==> src/sv/dgp_pkg.sv <==
// Package for the decimal digit glyph placer.
// Holds the request and record structs, the queue descriptor, the sizing constants and
// the register index codes. It depends on nothing else.
package dgp_pkg;

  localparam int MAX_DIGITS  = 7;
  localparam int CELL_WIDTH  = 8;
  localparam int DIGIT_LIMIT = 10 ** MAX_DIGITS - 1;

  localparam int MAG_W = $clog2(DIGIT_LIMIT + 1);
  localparam int CNT_W = $clog2(MAX_DIGITS + 1);
  localparam int POS_W = $clog2(MAX_DIGITS);
  localparam int N_W   = $clog2(MAX_DIGITS + 2);

  // The quotient by ten is (v * DIV10_MUL) >> DIV10_SHIFT. It is exact for any 32-bit v.
  localparam logic [31:0] DIV10_MUL   = 32'hCCCC_CCCD;
  localparam int          DIV10_SHIFT = 35;

  localparam logic [3:0] MINUS_GLYPH    = 4'd10;
  localparam logic [5:0] XOR_PLANES_MIN = 6'd9;

  localparam logic [5:0] GLYPH_HEIGHT_RST  = 6'd12;
  localparam logic [5:0] COLOUR_PLANES_RST = 6'd1;

  typedef enum logic [0:0] {
    CFG_GLYPH_HEIGHT  = 1'b0,
    CFG_COLOUR_PLANES = 1'b1
  } dgp_cfg_idx_t;

  typedef enum logic [1:0] {
    FR_IDLE,
    FR_CONV,
    FR_PUSH
  } dgp_front_state_t;

  typedef struct packed {
    logic signed [31:0] value;
    logic [11:0]        x_pos;
    logic [11:0]        y_pos;
    logic               fill;
  } dgp_in_t;

  typedef struct packed {
    logic [3:0]         glyph;
    logic [6:0]         src_x;
    logic signed [13:0] dest_x;
    logic [11:0]        dest_y;
    logic [12:0]        dest_y_bottom;
    logic               xor_mode;
    logic               last;
  } dgp_out_t;

  // One converted number, digits least significant first.
  typedef struct packed {
    logic [MAX_DIGITS-1:0][3:0] digits;
    logic [CNT_W-1:0]           ndig;
    logic                       neg;
    logic [11:0]                x_pos;
    logic [11:0]                y_pos;
    logic                       fill;
  } dgp_desc_t;

endpackage

==> src/sv/dgp_back.sv <==
// Back end of the glyph placer: takes one descriptor off the queue and emits one
// placement record per cycle, minus sign first, into a registered output.
// Depends on dgp_pkg.
module dgp_back (
  input  logic               clk,
  input  logic               rst_n,
  input  logic               q_empty,
  input  dgp_pkg::dgp_desc_t q_desc,
  output logic               q_pop,
  input  logic [5:0]         glyph_height,
  input  logic [5:0]         colour_planes,
  output logic               out_valid,
  output dgp_pkg::dgp_out_t  out_data
);
  import dgp_pkg::*;

  logic                       active_r, active_nxt;
  logic                       minus_r, minus_nxt;
  logic [POS_W-1:0]           pos_r, pos_nxt;
  logic [MAX_DIGITS-1:0][3:0] digits_r, digits_nxt;
  logic [13:0]                dx_r, dx_nxt;
  logic [11:0]                y_r, y_nxt;
  logic                       ovalid_r, ovalid_nxt;
  dgp_out_t                   odata_r, odata_nxt;

  logic [N_W-1:0] nchar;
  logic [13:0]    offset;
  logic [3:0]     glyph;
  logic           is_last;

  always_ff @(posedge clk) begin
    if (!rst_n) begin
      active_r <= 1'b0;
      ovalid_r <= 1'b0;
    end else begin
      active_r <= active_nxt;
      ovalid_r <= ovalid_nxt;
    end
  end

  always_ff @(posedge clk) begin
    minus_r  <= minus_nxt;
    pos_r    <= pos_nxt;
    digits_r <= digits_nxt;
    dx_r     <= dx_nxt;
    y_r      <= y_nxt;
    odata_r  <= odata_nxt;
  end

  // With fill, a full negative number is one cell wider than the field and starts left of it.
  assign nchar  = N_W'(q_desc.ndig) + N_W'(q_desc.neg);
  assign offset = 14'(CELL_WIDTH * MAX_DIGITS) - 14'(nchar) * 14'(CELL_WIDTH);

  assign glyph   = minus_r ? MINUS_GLYPH : digits_r[pos_r];
  assign is_last = ~minus_r & (pos_r == '0);

  always_comb begin
    active_nxt = active_r;
    minus_nxt  = minus_r;
    pos_nxt    = pos_r;
    digits_nxt = digits_r;
    dx_nxt     = dx_r;
    y_nxt      = y_r;
    ovalid_nxt = 1'b0;
    odata_nxt  = odata_r;
    q_pop      = 1'b0;

    if (active_r) begin
      ovalid_nxt              = 1'b1;
      odata_nxt.glyph         = glyph;
      odata_nxt.src_x         = 7'(glyph * CELL_WIDTH);
      odata_nxt.dest_x        = dx_r;
      odata_nxt.dest_y        = y_r;
      odata_nxt.dest_y_bottom = 13'(y_r) + 13'(glyph_height) - 13'd1;
      odata_nxt.xor_mode      = (colour_planes > XOR_PLANES_MIN);
      odata_nxt.last          = is_last;
      dx_nxt = dx_r + 14'(CELL_WIDTH);
      if (minus_r) begin
        minus_nxt = 1'b0;
      end else begin
        pos_nxt = pos_r - 1'b1;
      end
      if (is_last) begin
        active_nxt = 1'b0;
      end
    end else if (!q_empty) begin
      q_pop      = 1'b1;
      active_nxt = 1'b1;
      minus_nxt  = q_desc.neg;
      pos_nxt    = POS_W'(q_desc.ndig - 1'b1);
      digits_nxt = q_desc.digits;
      y_nxt      = q_desc.y_pos;
      dx_nxt     = {2'b00, q_desc.x_pos} + (q_desc.fill ? offset : 14'd0);
    end
  end

  assign out_valid = ovalid_r;
  assign out_data  = odata_r;

endmodule

==> config.mk <==
export PLATFORM = sky130hd
export DESIGN_NAME = dgp_back
export DESIGN_NICKNAME = d
export VERILOG_FILES = /design/src/sv/dgp_pkg.sv /design/src/sv/dgp_back.sv
export SDC_FILE = /design/constraint.sdc
export NUM_CORES = 1
export LEC_CHECK = 0
export ABC_CLOCK_PERIOD_IN_PS = 3800
export BUFFER_PORTS_ARGS = -buffer_cell sky130_fd_sc_hd__buf_2
export CORE_MARGIN = 4
export CORE_UTILIZATION = 48
export CTS_CLUSTER_DIAMETER = 40
export CTS_CLUSTER_SIZE = 20
export DETAILED_ROUTE_END_ITERATION = 8
export GPL_TIMING_DRIVEN = 0
export HOLD_SLACK_MARGIN = 0.15
export PLACE_DENSITY = 0.88
export SKIP_CTS_REPAIR_TIMING = 1
export SLEW_MARGIN = 40
export SYNTH_ARGS = -nofsm -noshare
export SYNTH_HDL_FRONTEND = slang
export SYNTH_SLANG_ARGS = --single-unit
==> constraint.sdc <==
create_clock -name clk -period 3.8 [get_ports clk]
set_clock_uncertainty 0.15 [all_clocks]
set_input_delay 0.19 -clock clk [delete_from_list [all_inputs] [get_ports clk]]
set_output_delay 0.19 -clock clk [all_outputs]
set_load 0.02 [all_outputs]
==> impl_metrics.json <==
{
  "drive_gt1_share_pct": 27.8,
  "synth_flop_cell": "edfxtp_1",
  "post-route-util_pct": 64.2,
  "grt_antenna_before_repair": 0,
  "r2r_cells": 11,
  "crit_fanout": 7,
  "routed_wl_um": 10800,
  "yosysSeqAreaShare_pct": 62.1,
  "yosysWarningCount": 0,
  "synth.most_common_cell": "edfxtp_1",
  "globalplace.congestion": 0.858,
  "dieWidth_um": 110,
  "grt-ovfl-total": 0,
  "path_clk_slew_ps": 110,
  "grt_max_degree": 41,
  "grt_first_pass_wirelength_um": 15500,
  "required_ps": 3770,
  "holdPathStages": 3,
  "dp.cells": 638,
  "status": "finished clean",
  "final_nets": 669,
  "cts_tree": "yes",
  "r2r_slack_ps": 1090,
  "maxCapViolations": 0,
  "drt_iter0_markers": 201,
  "num_io_pins": 126,
  "initial_core_util_pct": 48.9,
  "critPathTopFamily": "buffers and inverters",
  "r2r-end": "out_data[11]$_DFFE_PP_",
  "power.ir.vdd_worst_v": 0.000229,
  "worst_pin_slew_ps": 582,
  "cts_max_level": 3,
  "finalMaxSlewViolations": 0,
  "clock_latency_ps": 360,
  "ys_seq_elements": 105,
  "cp_num_buf_inv": 3,
  "relSlewSlack_pct": 60.7,
  "num_vias": 3624,
  "viasPerCell": 5.14,
  "hold_viol": 0,
  "hp-class": "input port to register",
  "clockRootBuffer": "clkbuf_8",
  "p_leak_uw": 0.00281,
  "syn_inst": 376,
  "wl_per_cell_um": 15.4,
  "cp_cell_sequence": "dlygate4sd3_1 > buf_2 > ha_1 > nand4_1 > inv_1 > ha_1 > a21o_1 > a2111oi_0 > nand3_1 > and3_1 > o31a_1",
  "finalCritPeriodShare_pct": 84.4,
  "grt.total_usage_pct": 16.6,
  "cts.sink_count": 105,
  "netlist_area_mm2": 0.00503,
  "holdPathEnd": "pos_r[2]$_DFFE_PP_",
  "fp.dieH_um": 110,
  "crit_path_start_kind": "input port",
  "final-instance-count-excl-fill": 705,
  "netlist.area_leader.share_pct": 60.9,
  "synth_cell_types": 55,
  "clock_path_buffers": 2,
  "crit_top_cell": "ha_1",
  "worst-setup-path-type": "input port to register",
  "port_buffers": 121,
  "rr_startpoint": "y_r[1]$_DFFE_PP_",
  "syn_avg_cell_area_um2": 13.4,
  "synthTopCellsByCount": "edfxtp_1, inv_1, ha_1",
  "area_growth_pct": 31.4,
  "finalWorstPathRequiredPeriod_ps": 3210,
  "crit_arrival_ps": 3180,
  "rows": 37,
  "dieArea_mm2": 0.0122,
  "cpMaxStageDelayCell": "dlygate4sd3_1",
  "cts_buffers": 9,
  "synth_area_leader_cell": "edfxtp_1",
  "first_pass_iters": 4,
  "grt_pass1_vias": 3359,
  "drc": 0,
  "async_reset_ff_share_pct": 0,
  "setup_viol": 0,
  "diodes": 0,
  "design.core.area_mm2": 0.0103,
  "min_from": "q_desc[28]",
  "dp_hpwl_um": 7420,
  "timing.fmax_mhz": 312,
  "end_kind": "register",
  "p_per_area_mw_per_mm2": 422,
  "slowest_delay_ps": 530,
  "rsz0062_at_grt": "false",
  "postRouteAntennaNets": 0,
  "synth_area_leaders": "edfxtp_1, ha_1, inv_1",
  "synth_edf_count": 102
}
[layout by cell type, fill, tap and decap left out, types with 4 or more instances in the layout]
master	count
xnor2_1	16
nand4_1	6
mux4_2	4
buf_2	123
clkbuf_8	9
mux2i_1	9
a211oi_1	4
nor3_1	6
nand3_1	10
dlygate4sd3_1	51
buf_4	7
edfxtp_1	102
nand2_1	20
inv_1	39
xor2_1	5
and3_1	6
o21ai_0	15
ha_1	31
nor2_1	16
a21o_1	5
a21oi_1	10
nor2b_1	8
[kinds of logic (layout without fill, tap and decap cells)]
kind of cell	count (synthesis)	in the layout	synth area share, %
AND/OR/NAND/NOR	84	84	8.34
AO/OA/AOI/OAI	64	64	8.71
adder cells (fa/ha/maj)	33	33	8.51
other	1	3	0.0746
buffers and inverters	54	245	4.75
multiplexers	14	14	3.81
XOR/XNOR	21	21	3.66
flip-flops	105	105	62.1
[how the worst max path moves through the flow]
stage / to / start / cells after the start / slack (ps)
6_report: dx_r[12]$_DFFE_PP_ / q_desc[26] / 11 / 590
4_1_cts: q_pop / active_r$_SDFF_PN0_ / 6 / 870
3_5_place_dp: dx_r[12]$_DFFE_PP_ / q_desc[25] / 10 / 820
5_1_grt: dx_r[12]$_DFFE_PP_ / q_desc[26] / 11 / 450
2_1_floorplan: digits_r[0]$_DFFE_PP_ / active_r$_SDFF_PN0_ / 3 / 540
3_3_place_gp: q_pop / active_r$_SDFF_PN0_ / 4 / -390
[worst reg2reg max path: cells and delay by family (launching register included)]
kind | cells | cell delay (ps)
and+or+nand+nor | 2 | 260
xor gates and xnor gates | 1 | 160
adders and majority gates | 3 | 790
AOI/OAI and AO/OA | 2 | 530
buffers and inverters | 3 | 190
DFF | 1 | 400
[area by class of cell]
| class | count | area, µm² |
|---|---|---|
| plain buffers | 14 | 88.8 |
| clock buffers | 9 | 124 |
| clock inverters | 7 | 85.1 |
| fillers | 777 | 3670 |
| inverters | 40 | 150 |
| multi-input cells | 219 | 1680 |
| flip-flops and latches | 105 | 3130 |
| well taps | 136 | 170 |
| repair buffers | 175 | 1180 |
[report_power, final]
group | leakage [µW] | total [µW] | internal, µW | switching (µW)
Sequential | 0.00101 | 1470 | 1410 | 60.0
Combinational | 0.00170 | 589 | 263 | 326
Clock | 0.000106 | 722 | 320 | 402
Total | 0.00281 | 2790 | 2000 | 788
[registers in the layout, summed over array words and instances, names as in the netlist]
register   count
active_r       1
digits_r      28
dx_r          14
minus_r        1
out_data      45
out_valid      1
pos_r          3
y_r           12
[routing by layer]
metal | vias to the layer above | share of wire, % | track usage [%]
li1 | 1766 | - | -
met1 | 1697 | 40 | 20.4
met2 | 131 | 52 | 28.5
met3 | 30 | 4.6 | 3.49
met4 | 0 | 2.5 | 7.12
met5 | - | 0 | 0
[metrics by stage]
stage / hold WS (ps) / setup slack (ps) / TNS (ps) / total power (µW) / cell area, µm²
after floorplan: 139 / 542 / 0 / 1860 / 5040
after global placement: 216 / -387 / -10820 / 2010 / 5810
after detailed placement: 218 / 818 / 0 / 2040 / 5880
after CTS: -176 / 874 / 0 / 2760 / 6090
after global routing: 165 / 449 / 0 / 2940 / 6600
final: 137 / 592 / 0 / 2790 / 6600
No activity file was read; power rests on OpenSTA's default activity.
