File: src/sv/dgp_pkg.sv
// Package for the decimal digit glyph placer.
// Holds the request and record structs, the queue descriptor, the sizing constants and
// the register index codes. It depends on nothing else.
package dgp_pkg;

  localparam int MAX_DIGITS  = 7;
  localparam int CELL_WIDTH  = 8;
  localparam int DIGIT_LIMIT = 10 ** MAX_DIGITS - 1;

  localparam int MAG_W = $clog2(DIGIT_LIMIT + 1);
  localparam int CNT_W = $clog2(MAX_DIGITS + 1);
  localparam int POS_W = $clog2(MAX_DIGITS);
  localparam int N_W   = $clog2(MAX_DIGITS + 2);

  // The quotient by ten is (v * DIV10_MUL) >> DIV10_SHIFT. It is exact for any 32-bit v.
  localparam logic [31:0] DIV10_MUL   = 32'hCCCC_CCCD;
  localparam int          DIV10_SHIFT = 35;

  localparam logic [3:0] MINUS_GLYPH    = 4'd10;
  localparam logic [5:0] XOR_PLANES_MIN = 6'd9;

  localparam logic [5:0] GLYPH_HEIGHT_RST  = 6'd12;
  localparam logic [5:0] COLOUR_PLANES_RST = 6'd1;

  typedef enum logic [0:0] {
    CFG_GLYPH_HEIGHT  = 1'b0,
    CFG_COLOUR_PLANES = 1'b1
  } dgp_cfg_idx_t;

  typedef enum logic [1:0] {
    FR_IDLE,
    FR_CONV,
    FR_PUSH
  } dgp_front_state_t;

  typedef struct packed {
    logic signed [31:0] value;
    logic [11:0]        x_pos;
    logic [11:0]        y_pos;
    logic               fill;
  } dgp_in_t;

  typedef struct packed {
    logic [3:0]         glyph;
    logic [6:0]         src_x;
    logic signed [13:0] dest_x;
    logic [11:0]        dest_y;
    logic [12:0]        dest_y_bottom;
    logic               xor_mode;
    logic               last;
  } dgp_out_t;

  // One converted number, digits least significant first.
  typedef struct packed {
    logic [MAX_DIGITS-1:0][3:0] digits;
    logic [CNT_W-1:0]           ndig;
    logic                       neg;
    logic [11:0]                x_pos;
    logic [11:0]                y_pos;
    logic                       fill;
  } dgp_desc_t;

endpackage

File: src/sv/dgp_queue.sv
// Two-entry descriptor queue between the converter and the record emitter.
// Depends on dgp_pkg.
module dgp_queue (
  input  logic                clk,
  input  logic                rst_n,
  input  logic                push,
  input  dgp_pkg::dgp_desc_t  wr_desc,
  input  logic                pop,
  output dgp_pkg::dgp_desc_t  rd_desc,
  output logic                full,
  output logic                empty
);
  import dgp_pkg::*;

  dgp_desc_t  mem_r [2];
  logic       wptr_r, wptr_nxt;
  logic       rptr_r, rptr_nxt;
  logic [1:0] cnt_r, cnt_nxt;
  logic       do_push, do_pop;

  assign full    = (cnt_r == 2'd2);
  assign empty   = (cnt_r == 2'd0);
  assign do_push = push & ~full;
  assign do_pop  = pop & ~empty;

  always_comb begin
    wptr_nxt = wptr_r ^ do_push;
    rptr_nxt = rptr_r ^ do_pop;
    cnt_nxt  = cnt_r + {1'b0, do_push} - {1'b0, do_pop};
  end

  always_ff @(posedge clk) begin
    if (!rst_n) begin
      wptr_r <= 1'b0;
      rptr_r <= 1'b0;
      cnt_r  <= 2'd0;
    end else begin
      wptr_r <= wptr_nxt;
      rptr_r <= rptr_nxt;
      cnt_r  <= cnt_nxt;
    end
  end

  always_ff @(posedge clk) begin
    if (do_push) begin
      mem_r[wptr_r] <= wr_desc;
    end
  end

  assign rd_desc = mem_r[rptr_r];

endmodule

File: config.mk
export PLATFORM = sky130hd
export DESIGN_NAME = dgp_queue
export DESIGN_NICKNAME = d
export VERILOG_FILES = /design/src/sv/dgp_pkg.sv /design/src/sv/dgp_queue.sv
export SDC_FILE = /design/constraint.sdc
export NUM_CORES = 1
export LEC_CHECK = 0
export CORE_MARGIN = 5
export CORE_UTILIZATION = 56
export CTS_CLUSTER_DIAMETER = 150
export DETAILED_ROUTE_END_ITERATION = 7
export DONT_BUFFER_PORTS = 1
export GPL_ROUTABILITY_DRIVEN = 0
export PLACE_DENSITY = 0.74
export REMOVE_ABC_BUFFERS = 1
export SYNTH_ARGS = -nofsm -noshare
export SYNTH_HDL_FRONTEND = slang
export SYNTH_SLANG_ARGS = --single-unit
File: constraint.sdc
create_clock -name clk -period 2.74 [get_ports clk]
set_clock_uncertainty 0.1 [all_clocks]
set_input_delay 0.137 -clock clk [delete_from_list [all_inputs] [get_ports clk]]
set_output_delay 0.137 -clock clk [all_outputs]
set_load 0.03 [all_outputs]
==> results.json, run 1 <==
{
  "reg2reg_to": "mem_r[1][7]",
  "fin_crit_ns": 2.24,
  "synth-edff-count": 114,
  "p_sw_share_pct": 29.4,
  "root_buffer": "clkbuf_8",
  "cts_sinks": 119,
  "peakVddDrop_mv": 0.696,
  "min_delay_worst_endpoint": "cnt_r[1]",
  "p_int_w": 0.00427,
  "rsz0062_at_grt": "false",
  "dpl.hpwl_mm": 4.90,
  "power_density_mw_per_mm2": 1040,
  "syn_area_per_cell_sq_um": 22.2,
  "status": "finished clean",
  "tns_ns": 0,
  "yosysTopAreaCell": "edfxtp_1",
  "crit_type": "flop to output pin",
  "core_sq_mm": 0.00777,
  "netSwitchingPower_w": 0.00178,
  "hold_path_startpoint": "push",
  "multi_input_area_sq_um": 908,
  "min_path_cells": 4,
  "worst_pin_slew_ns": 0.912,
  "cts_buffers": 17,
  "n_fill_cell": 456,
  "top_usage_layer": "met2",
  "share_comb_of_total_power_pct": 22.4,
  "die_area_sq_mm": 0.00991,
  "viasPerCell": 5.20,
  "initial_core_util_pct": 57.8,
  "dr.pass1.iters": 4,
  "vias": 2040,
  "ant_nets": 0,
  "fin_nets": 343,
  "port-buffer-count": 0,
  "critPathTopFamily": "flip-flops",
  "cts_hold_buf": 60,
  "synth.most_common_cell": "edfxtp_1",
  "gr-usage-met3_pct": 6.10,
  "area_delta_synth_final_pct": 29.3,
  "leakage_nw": 2.06,
  "seq_area_sq_mm": 0.00353,
  "wl_per_cell_um": 20.1,
  "crit_path_start_kind": "flop",
  "first_iter_violations": 121,
  "finalWorstSetupSlack_ns": 0.503,
  "die_h_um": 99.6,
  "yosysWarnings": 0,
  "diodes": 0,
  "grt_usage_pct": 16.7,
  "netlist-cell-type-count": 16,
  "drc_errors": 0,
  "ios": 120,
  "rows": 32,
  "grt_pass1_vias": 2238,
  "grt_first_pass_wirelength_mm": 12.1,
  "async_flop_share_pct": 0,
  "antenna_found_initial": 0,
  "maxSlewViolCount": 0,
  "synth_top_area_share_pct": 76.2,
  "synth_cells": 202,
  "cts_tree": "built",
  "finalHoldViolCount": 0,
  "ys_seq_area_share_pct": 78.4,
  "use_met1_pct": 17.4,
  "period_share_pct": 81.7,
  "cts_resized": 0,
  "max_cap_viol_count": 0,
  "ff2ff_path_depth": 4,
  "path_cells": "mux2_2",
  "clkPwrFrac_pct": 36.4,
  "p_seq_share_pct": 41.3,
  "setup_violations": 0,
  "wirelength_mm": 7.89,
  "cp_slowest_cell": "dfxtp_4",
  "ys.flop_type": "edfxtp_1",
  "max_slew_margin_pct": 39.2,
  "end_kind": "output pin",
  "ys_seq_elements": 119,
  "clk_path_buf_depth": 2,
  "yosys-top-cells-area": "edfxtp_1 (76%), mux2_4 (10%), mux2_2 (6.8%)",
  "drive_gt1_share_pct": 31.7,
  "max_stage_delay_ns": 0.95,
  "clkTransAtPathRegs_ns": 0.05,
  "grt_max_degree": 58,
  "cts-htree-levels": 4,
  "pre_cts_slack_ns": 0.690,
  "netlist_area_sq_mm": 0.00449,
  "hp-class": "input pin to flop",
  "r2r_setup_slack_ns": 0.67,
  "r2r_start": "cnt_r[0]",
  "use_met2_pct": 30.1,
  "grt_overflow": 0,
  "crit_cells": 1,
  "die_w_um": 99.6,
  "cp.buffers_inverters": 0,
  "synth_top_cells_by_count": "edfxtp_1 (114), mux2_4 (30), mux2_2 (27)",
  "crit_required_ns": 2.50,
  "crit_fanout": 57,
  "post_cts_buffers": 0,
  "clk_latency_ns": 0.50,
  "fmax_ghz": 0.447,
  "cp.arrival_ns": 2.00
}
==> cell type report <==
cell class	instances	area share [%]
flip-flops and latches	119	60.7
multi-input cells	74	15.6
repair buffers	63	10.9
clock buffers	18	7.19
clock inverters	13	3.12
well taps	102	2.20
inverters	3	0.194
==> registers in the layout (all words and copies together) (netlist names), named ones only <==
signal	flops
mem_r	114
cnt_r	2
rptr_r	1
wptr_r	1
==> layout by cell type (no fill, tap or decap), types with 2 or more instances in the layout <==
master	Yosys	final
and2_1	2	2
buf_4	0	2
bufinv_16	0	4
clkbuf_16	0	16
clkinv_2	0	2
clkinv_4	0	2
clkinvlp_4	0	4
dfxtp_1	5	4
dlygate4sd3_1	0	60
edfxtp_1	114	114
ha_1	4	2
ha_2	0	2
inv_1	3	3
mux2_2	27	27
mux2_4	30	30
mux2i_1	2	2
nand2_1	2	2
nand2b_1	2	2
nor2b_1	2	2
==> worst max path at each step <==
stage	endpoint	start	slack, ns
global route	rd_desc[7]	flop	0.42
finish	rd_desc[7]	flop	0.50
floorplan	rd_desc[0]	flop	0.07
global placement	mem_r[1][50]	cnt_r[0]	0.80
detailed placement	mem_r[1][15]	cnt_r[0]	0.69
CTS	rd_desc[7]	flop	0.48
==> metrics by stage <==
stage               hold WS, ns  instances  area (sq um)  power, W  util, %
global route             0.0325        392          5810   0.00629     74.8
CTS                      0.0127        392          5810   0.00610     74.8
detailed placement        0.136        301          4610   0.00382     59.3
finish                   0.0144        392          5810   0.00605     74.8
global placement          0.136        301          4610   0.00377     59.3
floorplan                 0.136        196          4440   0.00365        -
==> layer usage <==
layer  routed length [um]  vias up
met4                  100        0
li1                     -      950
met5                    0        -
met2                 4530       71
met1                 2850     1010
met3                  411        9
==> cells by family (layout without fill, tap and decap cells) <==
logic type,count (synthesis),in the layout,synth area share [%]
adders and majority gates,4,4,1.11
buffers and inverters,9,97,1.48
xor gates and xnor gates,1,1,0.501
DFF,119,119,78.4
muxes,59,59,17.2
AOI/OAI and AO/OA,1,1,0.167
and+or+nand+nor,9,9,1.09
==> power by group through the flow <==
stage	Clock, W	Combinational, W	Sequential [W]
4_1_cts	0.00223	0.00137	0.00250
3_5_place_dp	0	0.00128	0.00254
5_1_grt	0.00234	0.00142	0.00253
3_3_place_gp	0	0.00126	0.00251
6_report	0.00220	0.00135	0.00250
2_1_floorplan	0	0.00116	0.00249
Note: power is estimated with default switching activity, not from simulation.
==> run 2, diff against run 1 <==
clock period = 1.9 ns   (was 2.74 ns; I/O delays follow)
==> run 2 against run 1 <==
Wire length is 2.2% higher. Sequential power is 38% higher. Sequential cell count stayed put. Critical path depth is 1 higher. Critical path type unchanged. Largest cell class unchanged.
==> results.json, run 2 (synthesis results as in run 1) <==
{
  "die_area_sq_mm": 0.00991,
  "placed_cell_area_sq_mm": 0.00467,
  "fin_crit_ns": 1.75,
  "reg_top3": "mem_r x114, cnt_r x2",
  "period_share_pct": 92.3,
  "top_register": "mem_r",
  "fmax_ghz": 0.570,
  "power_density_mw_per_mm2": 1450,
  "fin_nets": 351,
  "hold_slack_ns": 0.0275,
  "grt_max_degree": 43,
  "cts_resized": 0,
  "largest_reg_flops": 114,
  "max_slew_margin_pct": 60.8,
  "cp.arrival_ns": 1.56,
  "hp-class": "input pin to flop",
  "leakage_nw": 2.08,
  "final_common_cell": "edfxtp_1",
  "vias": 2083,
  "max_stage_delay_ns": 0.45,
  "die_h_um": 99.6,
  "path_cells": "buf_12 > mux2_2",
  "maxSlewViolCount": 0,
  "max_cap_viol_count": 0,
  "worst_pin_slew_ns": 0.586,
  "cp.buffers_inverters": 1,
  "cp_slowest_cell": "mux2_2",
  "clkTransAtPathRegs_ns": 0.06,
  "dr.pass1.iters": 4,
  "n_fill_cell": 463,
  "grt_usage_pct": 17.1,
  "first_iter_violations": 93,
  "cts_buffers": 17,
  "drive_gt1_share_pct": 34.1,
  "setup_violations": 0,
  "crit_path_start_kind": "flop",
  "wl_per_cell_um": 20.1,
  "crit_required_ns": 1.70,
  "rows": 32,
  "diodes": 0,
  "status": "finished clean",
  "drc_errors": 0,
  "grt_pass1_vias": 2285,
  "viasPerCell": 5.19,
  "root_buffer": "clkbuf_8",
  "grt_first_pass_wirelength_mm": 12.4,
  "grt_overflow": 0,
  "wirelength_mm": 8.06,
  "cts_tree": "built",
  "area_delta_synth_final_pct": 30.5,
  "port-buffer-count": 0,
  "clk_path_buf_depth": 2,
  "clk_latency_ns": 0.49,
  "ios": 120,
  "fin_area_sq_mm": 0.00587,
  "antenna_found_initial": 0,
  "ant_nets": 0,
  "initial_core_util_pct": 57.8,
  "finalHoldViolCount": 0,
  "die_w_um": 99.6,
  "cts-htree-levels": 4,
  "dpl.hpwl_mm": 5.10,
  "rsz0062_at_grt": "false",
  "critPathTopFamily": "multiplexers",
  "crit_type": "flop to output pin",
  "core_sq_mm": 0.00777,
  "end_kind": "output pin",
  "peakVddDrop_mv": 0.883,
  "final_cell_mix": "edfxtp_1 (114), dlygate4sd3_1 (60), mux2_4 (30)",
  "cts_sinks": 119,
  "crit_fanout": 23
}
-- run 2: changes by cell type in the layout (fill, tap and decap cells not counted) --
cell	previous run	this run
clkinv_4	2	3
clkinvlp_4	4	7
clkbuf_1	1	0
bufinv_16	4	1
buf_4	2	6
inv_6	0	1
buf_12	1	5
-- run 2: final timing paths --
kind              slack (ns)      endpoint  cells past startpoint  startpoint
setup / recovery        0.15    rd_desc[4]                      2        flop
hold / removal          0.03      cnt_r[1]                      4        push
setup reg to reg        0.25  mem_r[1][41]                      4    cnt_r[0]
hold reg to reg         0.40          flop                      2      rptr_r
-- run 2: tightest hold or removal path: stages --
cell and delay, ns:
nand2_1 0.06, ha_1 0.17, xnor3_1 0.21, nor2b_1 0.04
-- run 2: per-layer routing --
| layer | global-route usage [%] | vias up | wire (um) |
|---|---|---|---|
| li1 | - | 968 | - |
| met1 | 17.4 | 1045 | 2900 |
| met2 | 31.0 | 64 | 4590 |
| met3 | 6.17 | 6 | 491 |
| met4 | 8.19 | 0 | 93 |
| met5 | 0 | - | 0 |
-- run 2: what timing repair did --
item	4_1_cts	5_1_grt
setup endpoints to repair	31	0
hold buffers	60	0
buffers inserted	5	0
hold endpoints to repair	119	0
-- run 2: stage by stage --
step / util, % / total power, W / instances / TNS, ns / setup slack (ns)
floorplan: - / 0.00526 / 196 / -113.13 / -0.732
global placement: 60.1 / 0.00551 / 304 / 0 / 0.355
detailed placement: 60.1 / 0.00559 / 304 / 0 / 0.273
CTS: 75.5 / 0.00861 / 401 / 0 / 0.106
global route: 75.5 / 0.00888 / 401 / 0 / 0.0892
finish: 75.5 / 0.00853 / 401 / 0 / 0.146
-- run 2: cell type report --
class                   count  area, sq um  share of cell area [%]
flip-flops and latches    119         3530                    60.1
multi-input cells          74          908                    15.5
repair buffers             71          746                    12.7
clock buffers              17          414                    7.06
clock inverters            15          131                    2.24
well taps                 102          128                    2.18
inverters                   3         11.3                   0.192
-- run 2: power by group --
group          internal [W]  switching, W  total, W
logic              0.000831       0.00142   0.00225
clock network       0.00173       0.00109   0.00282
registers           0.00333      0.000125   0.00346
total               0.00589       0.00264   0.00853
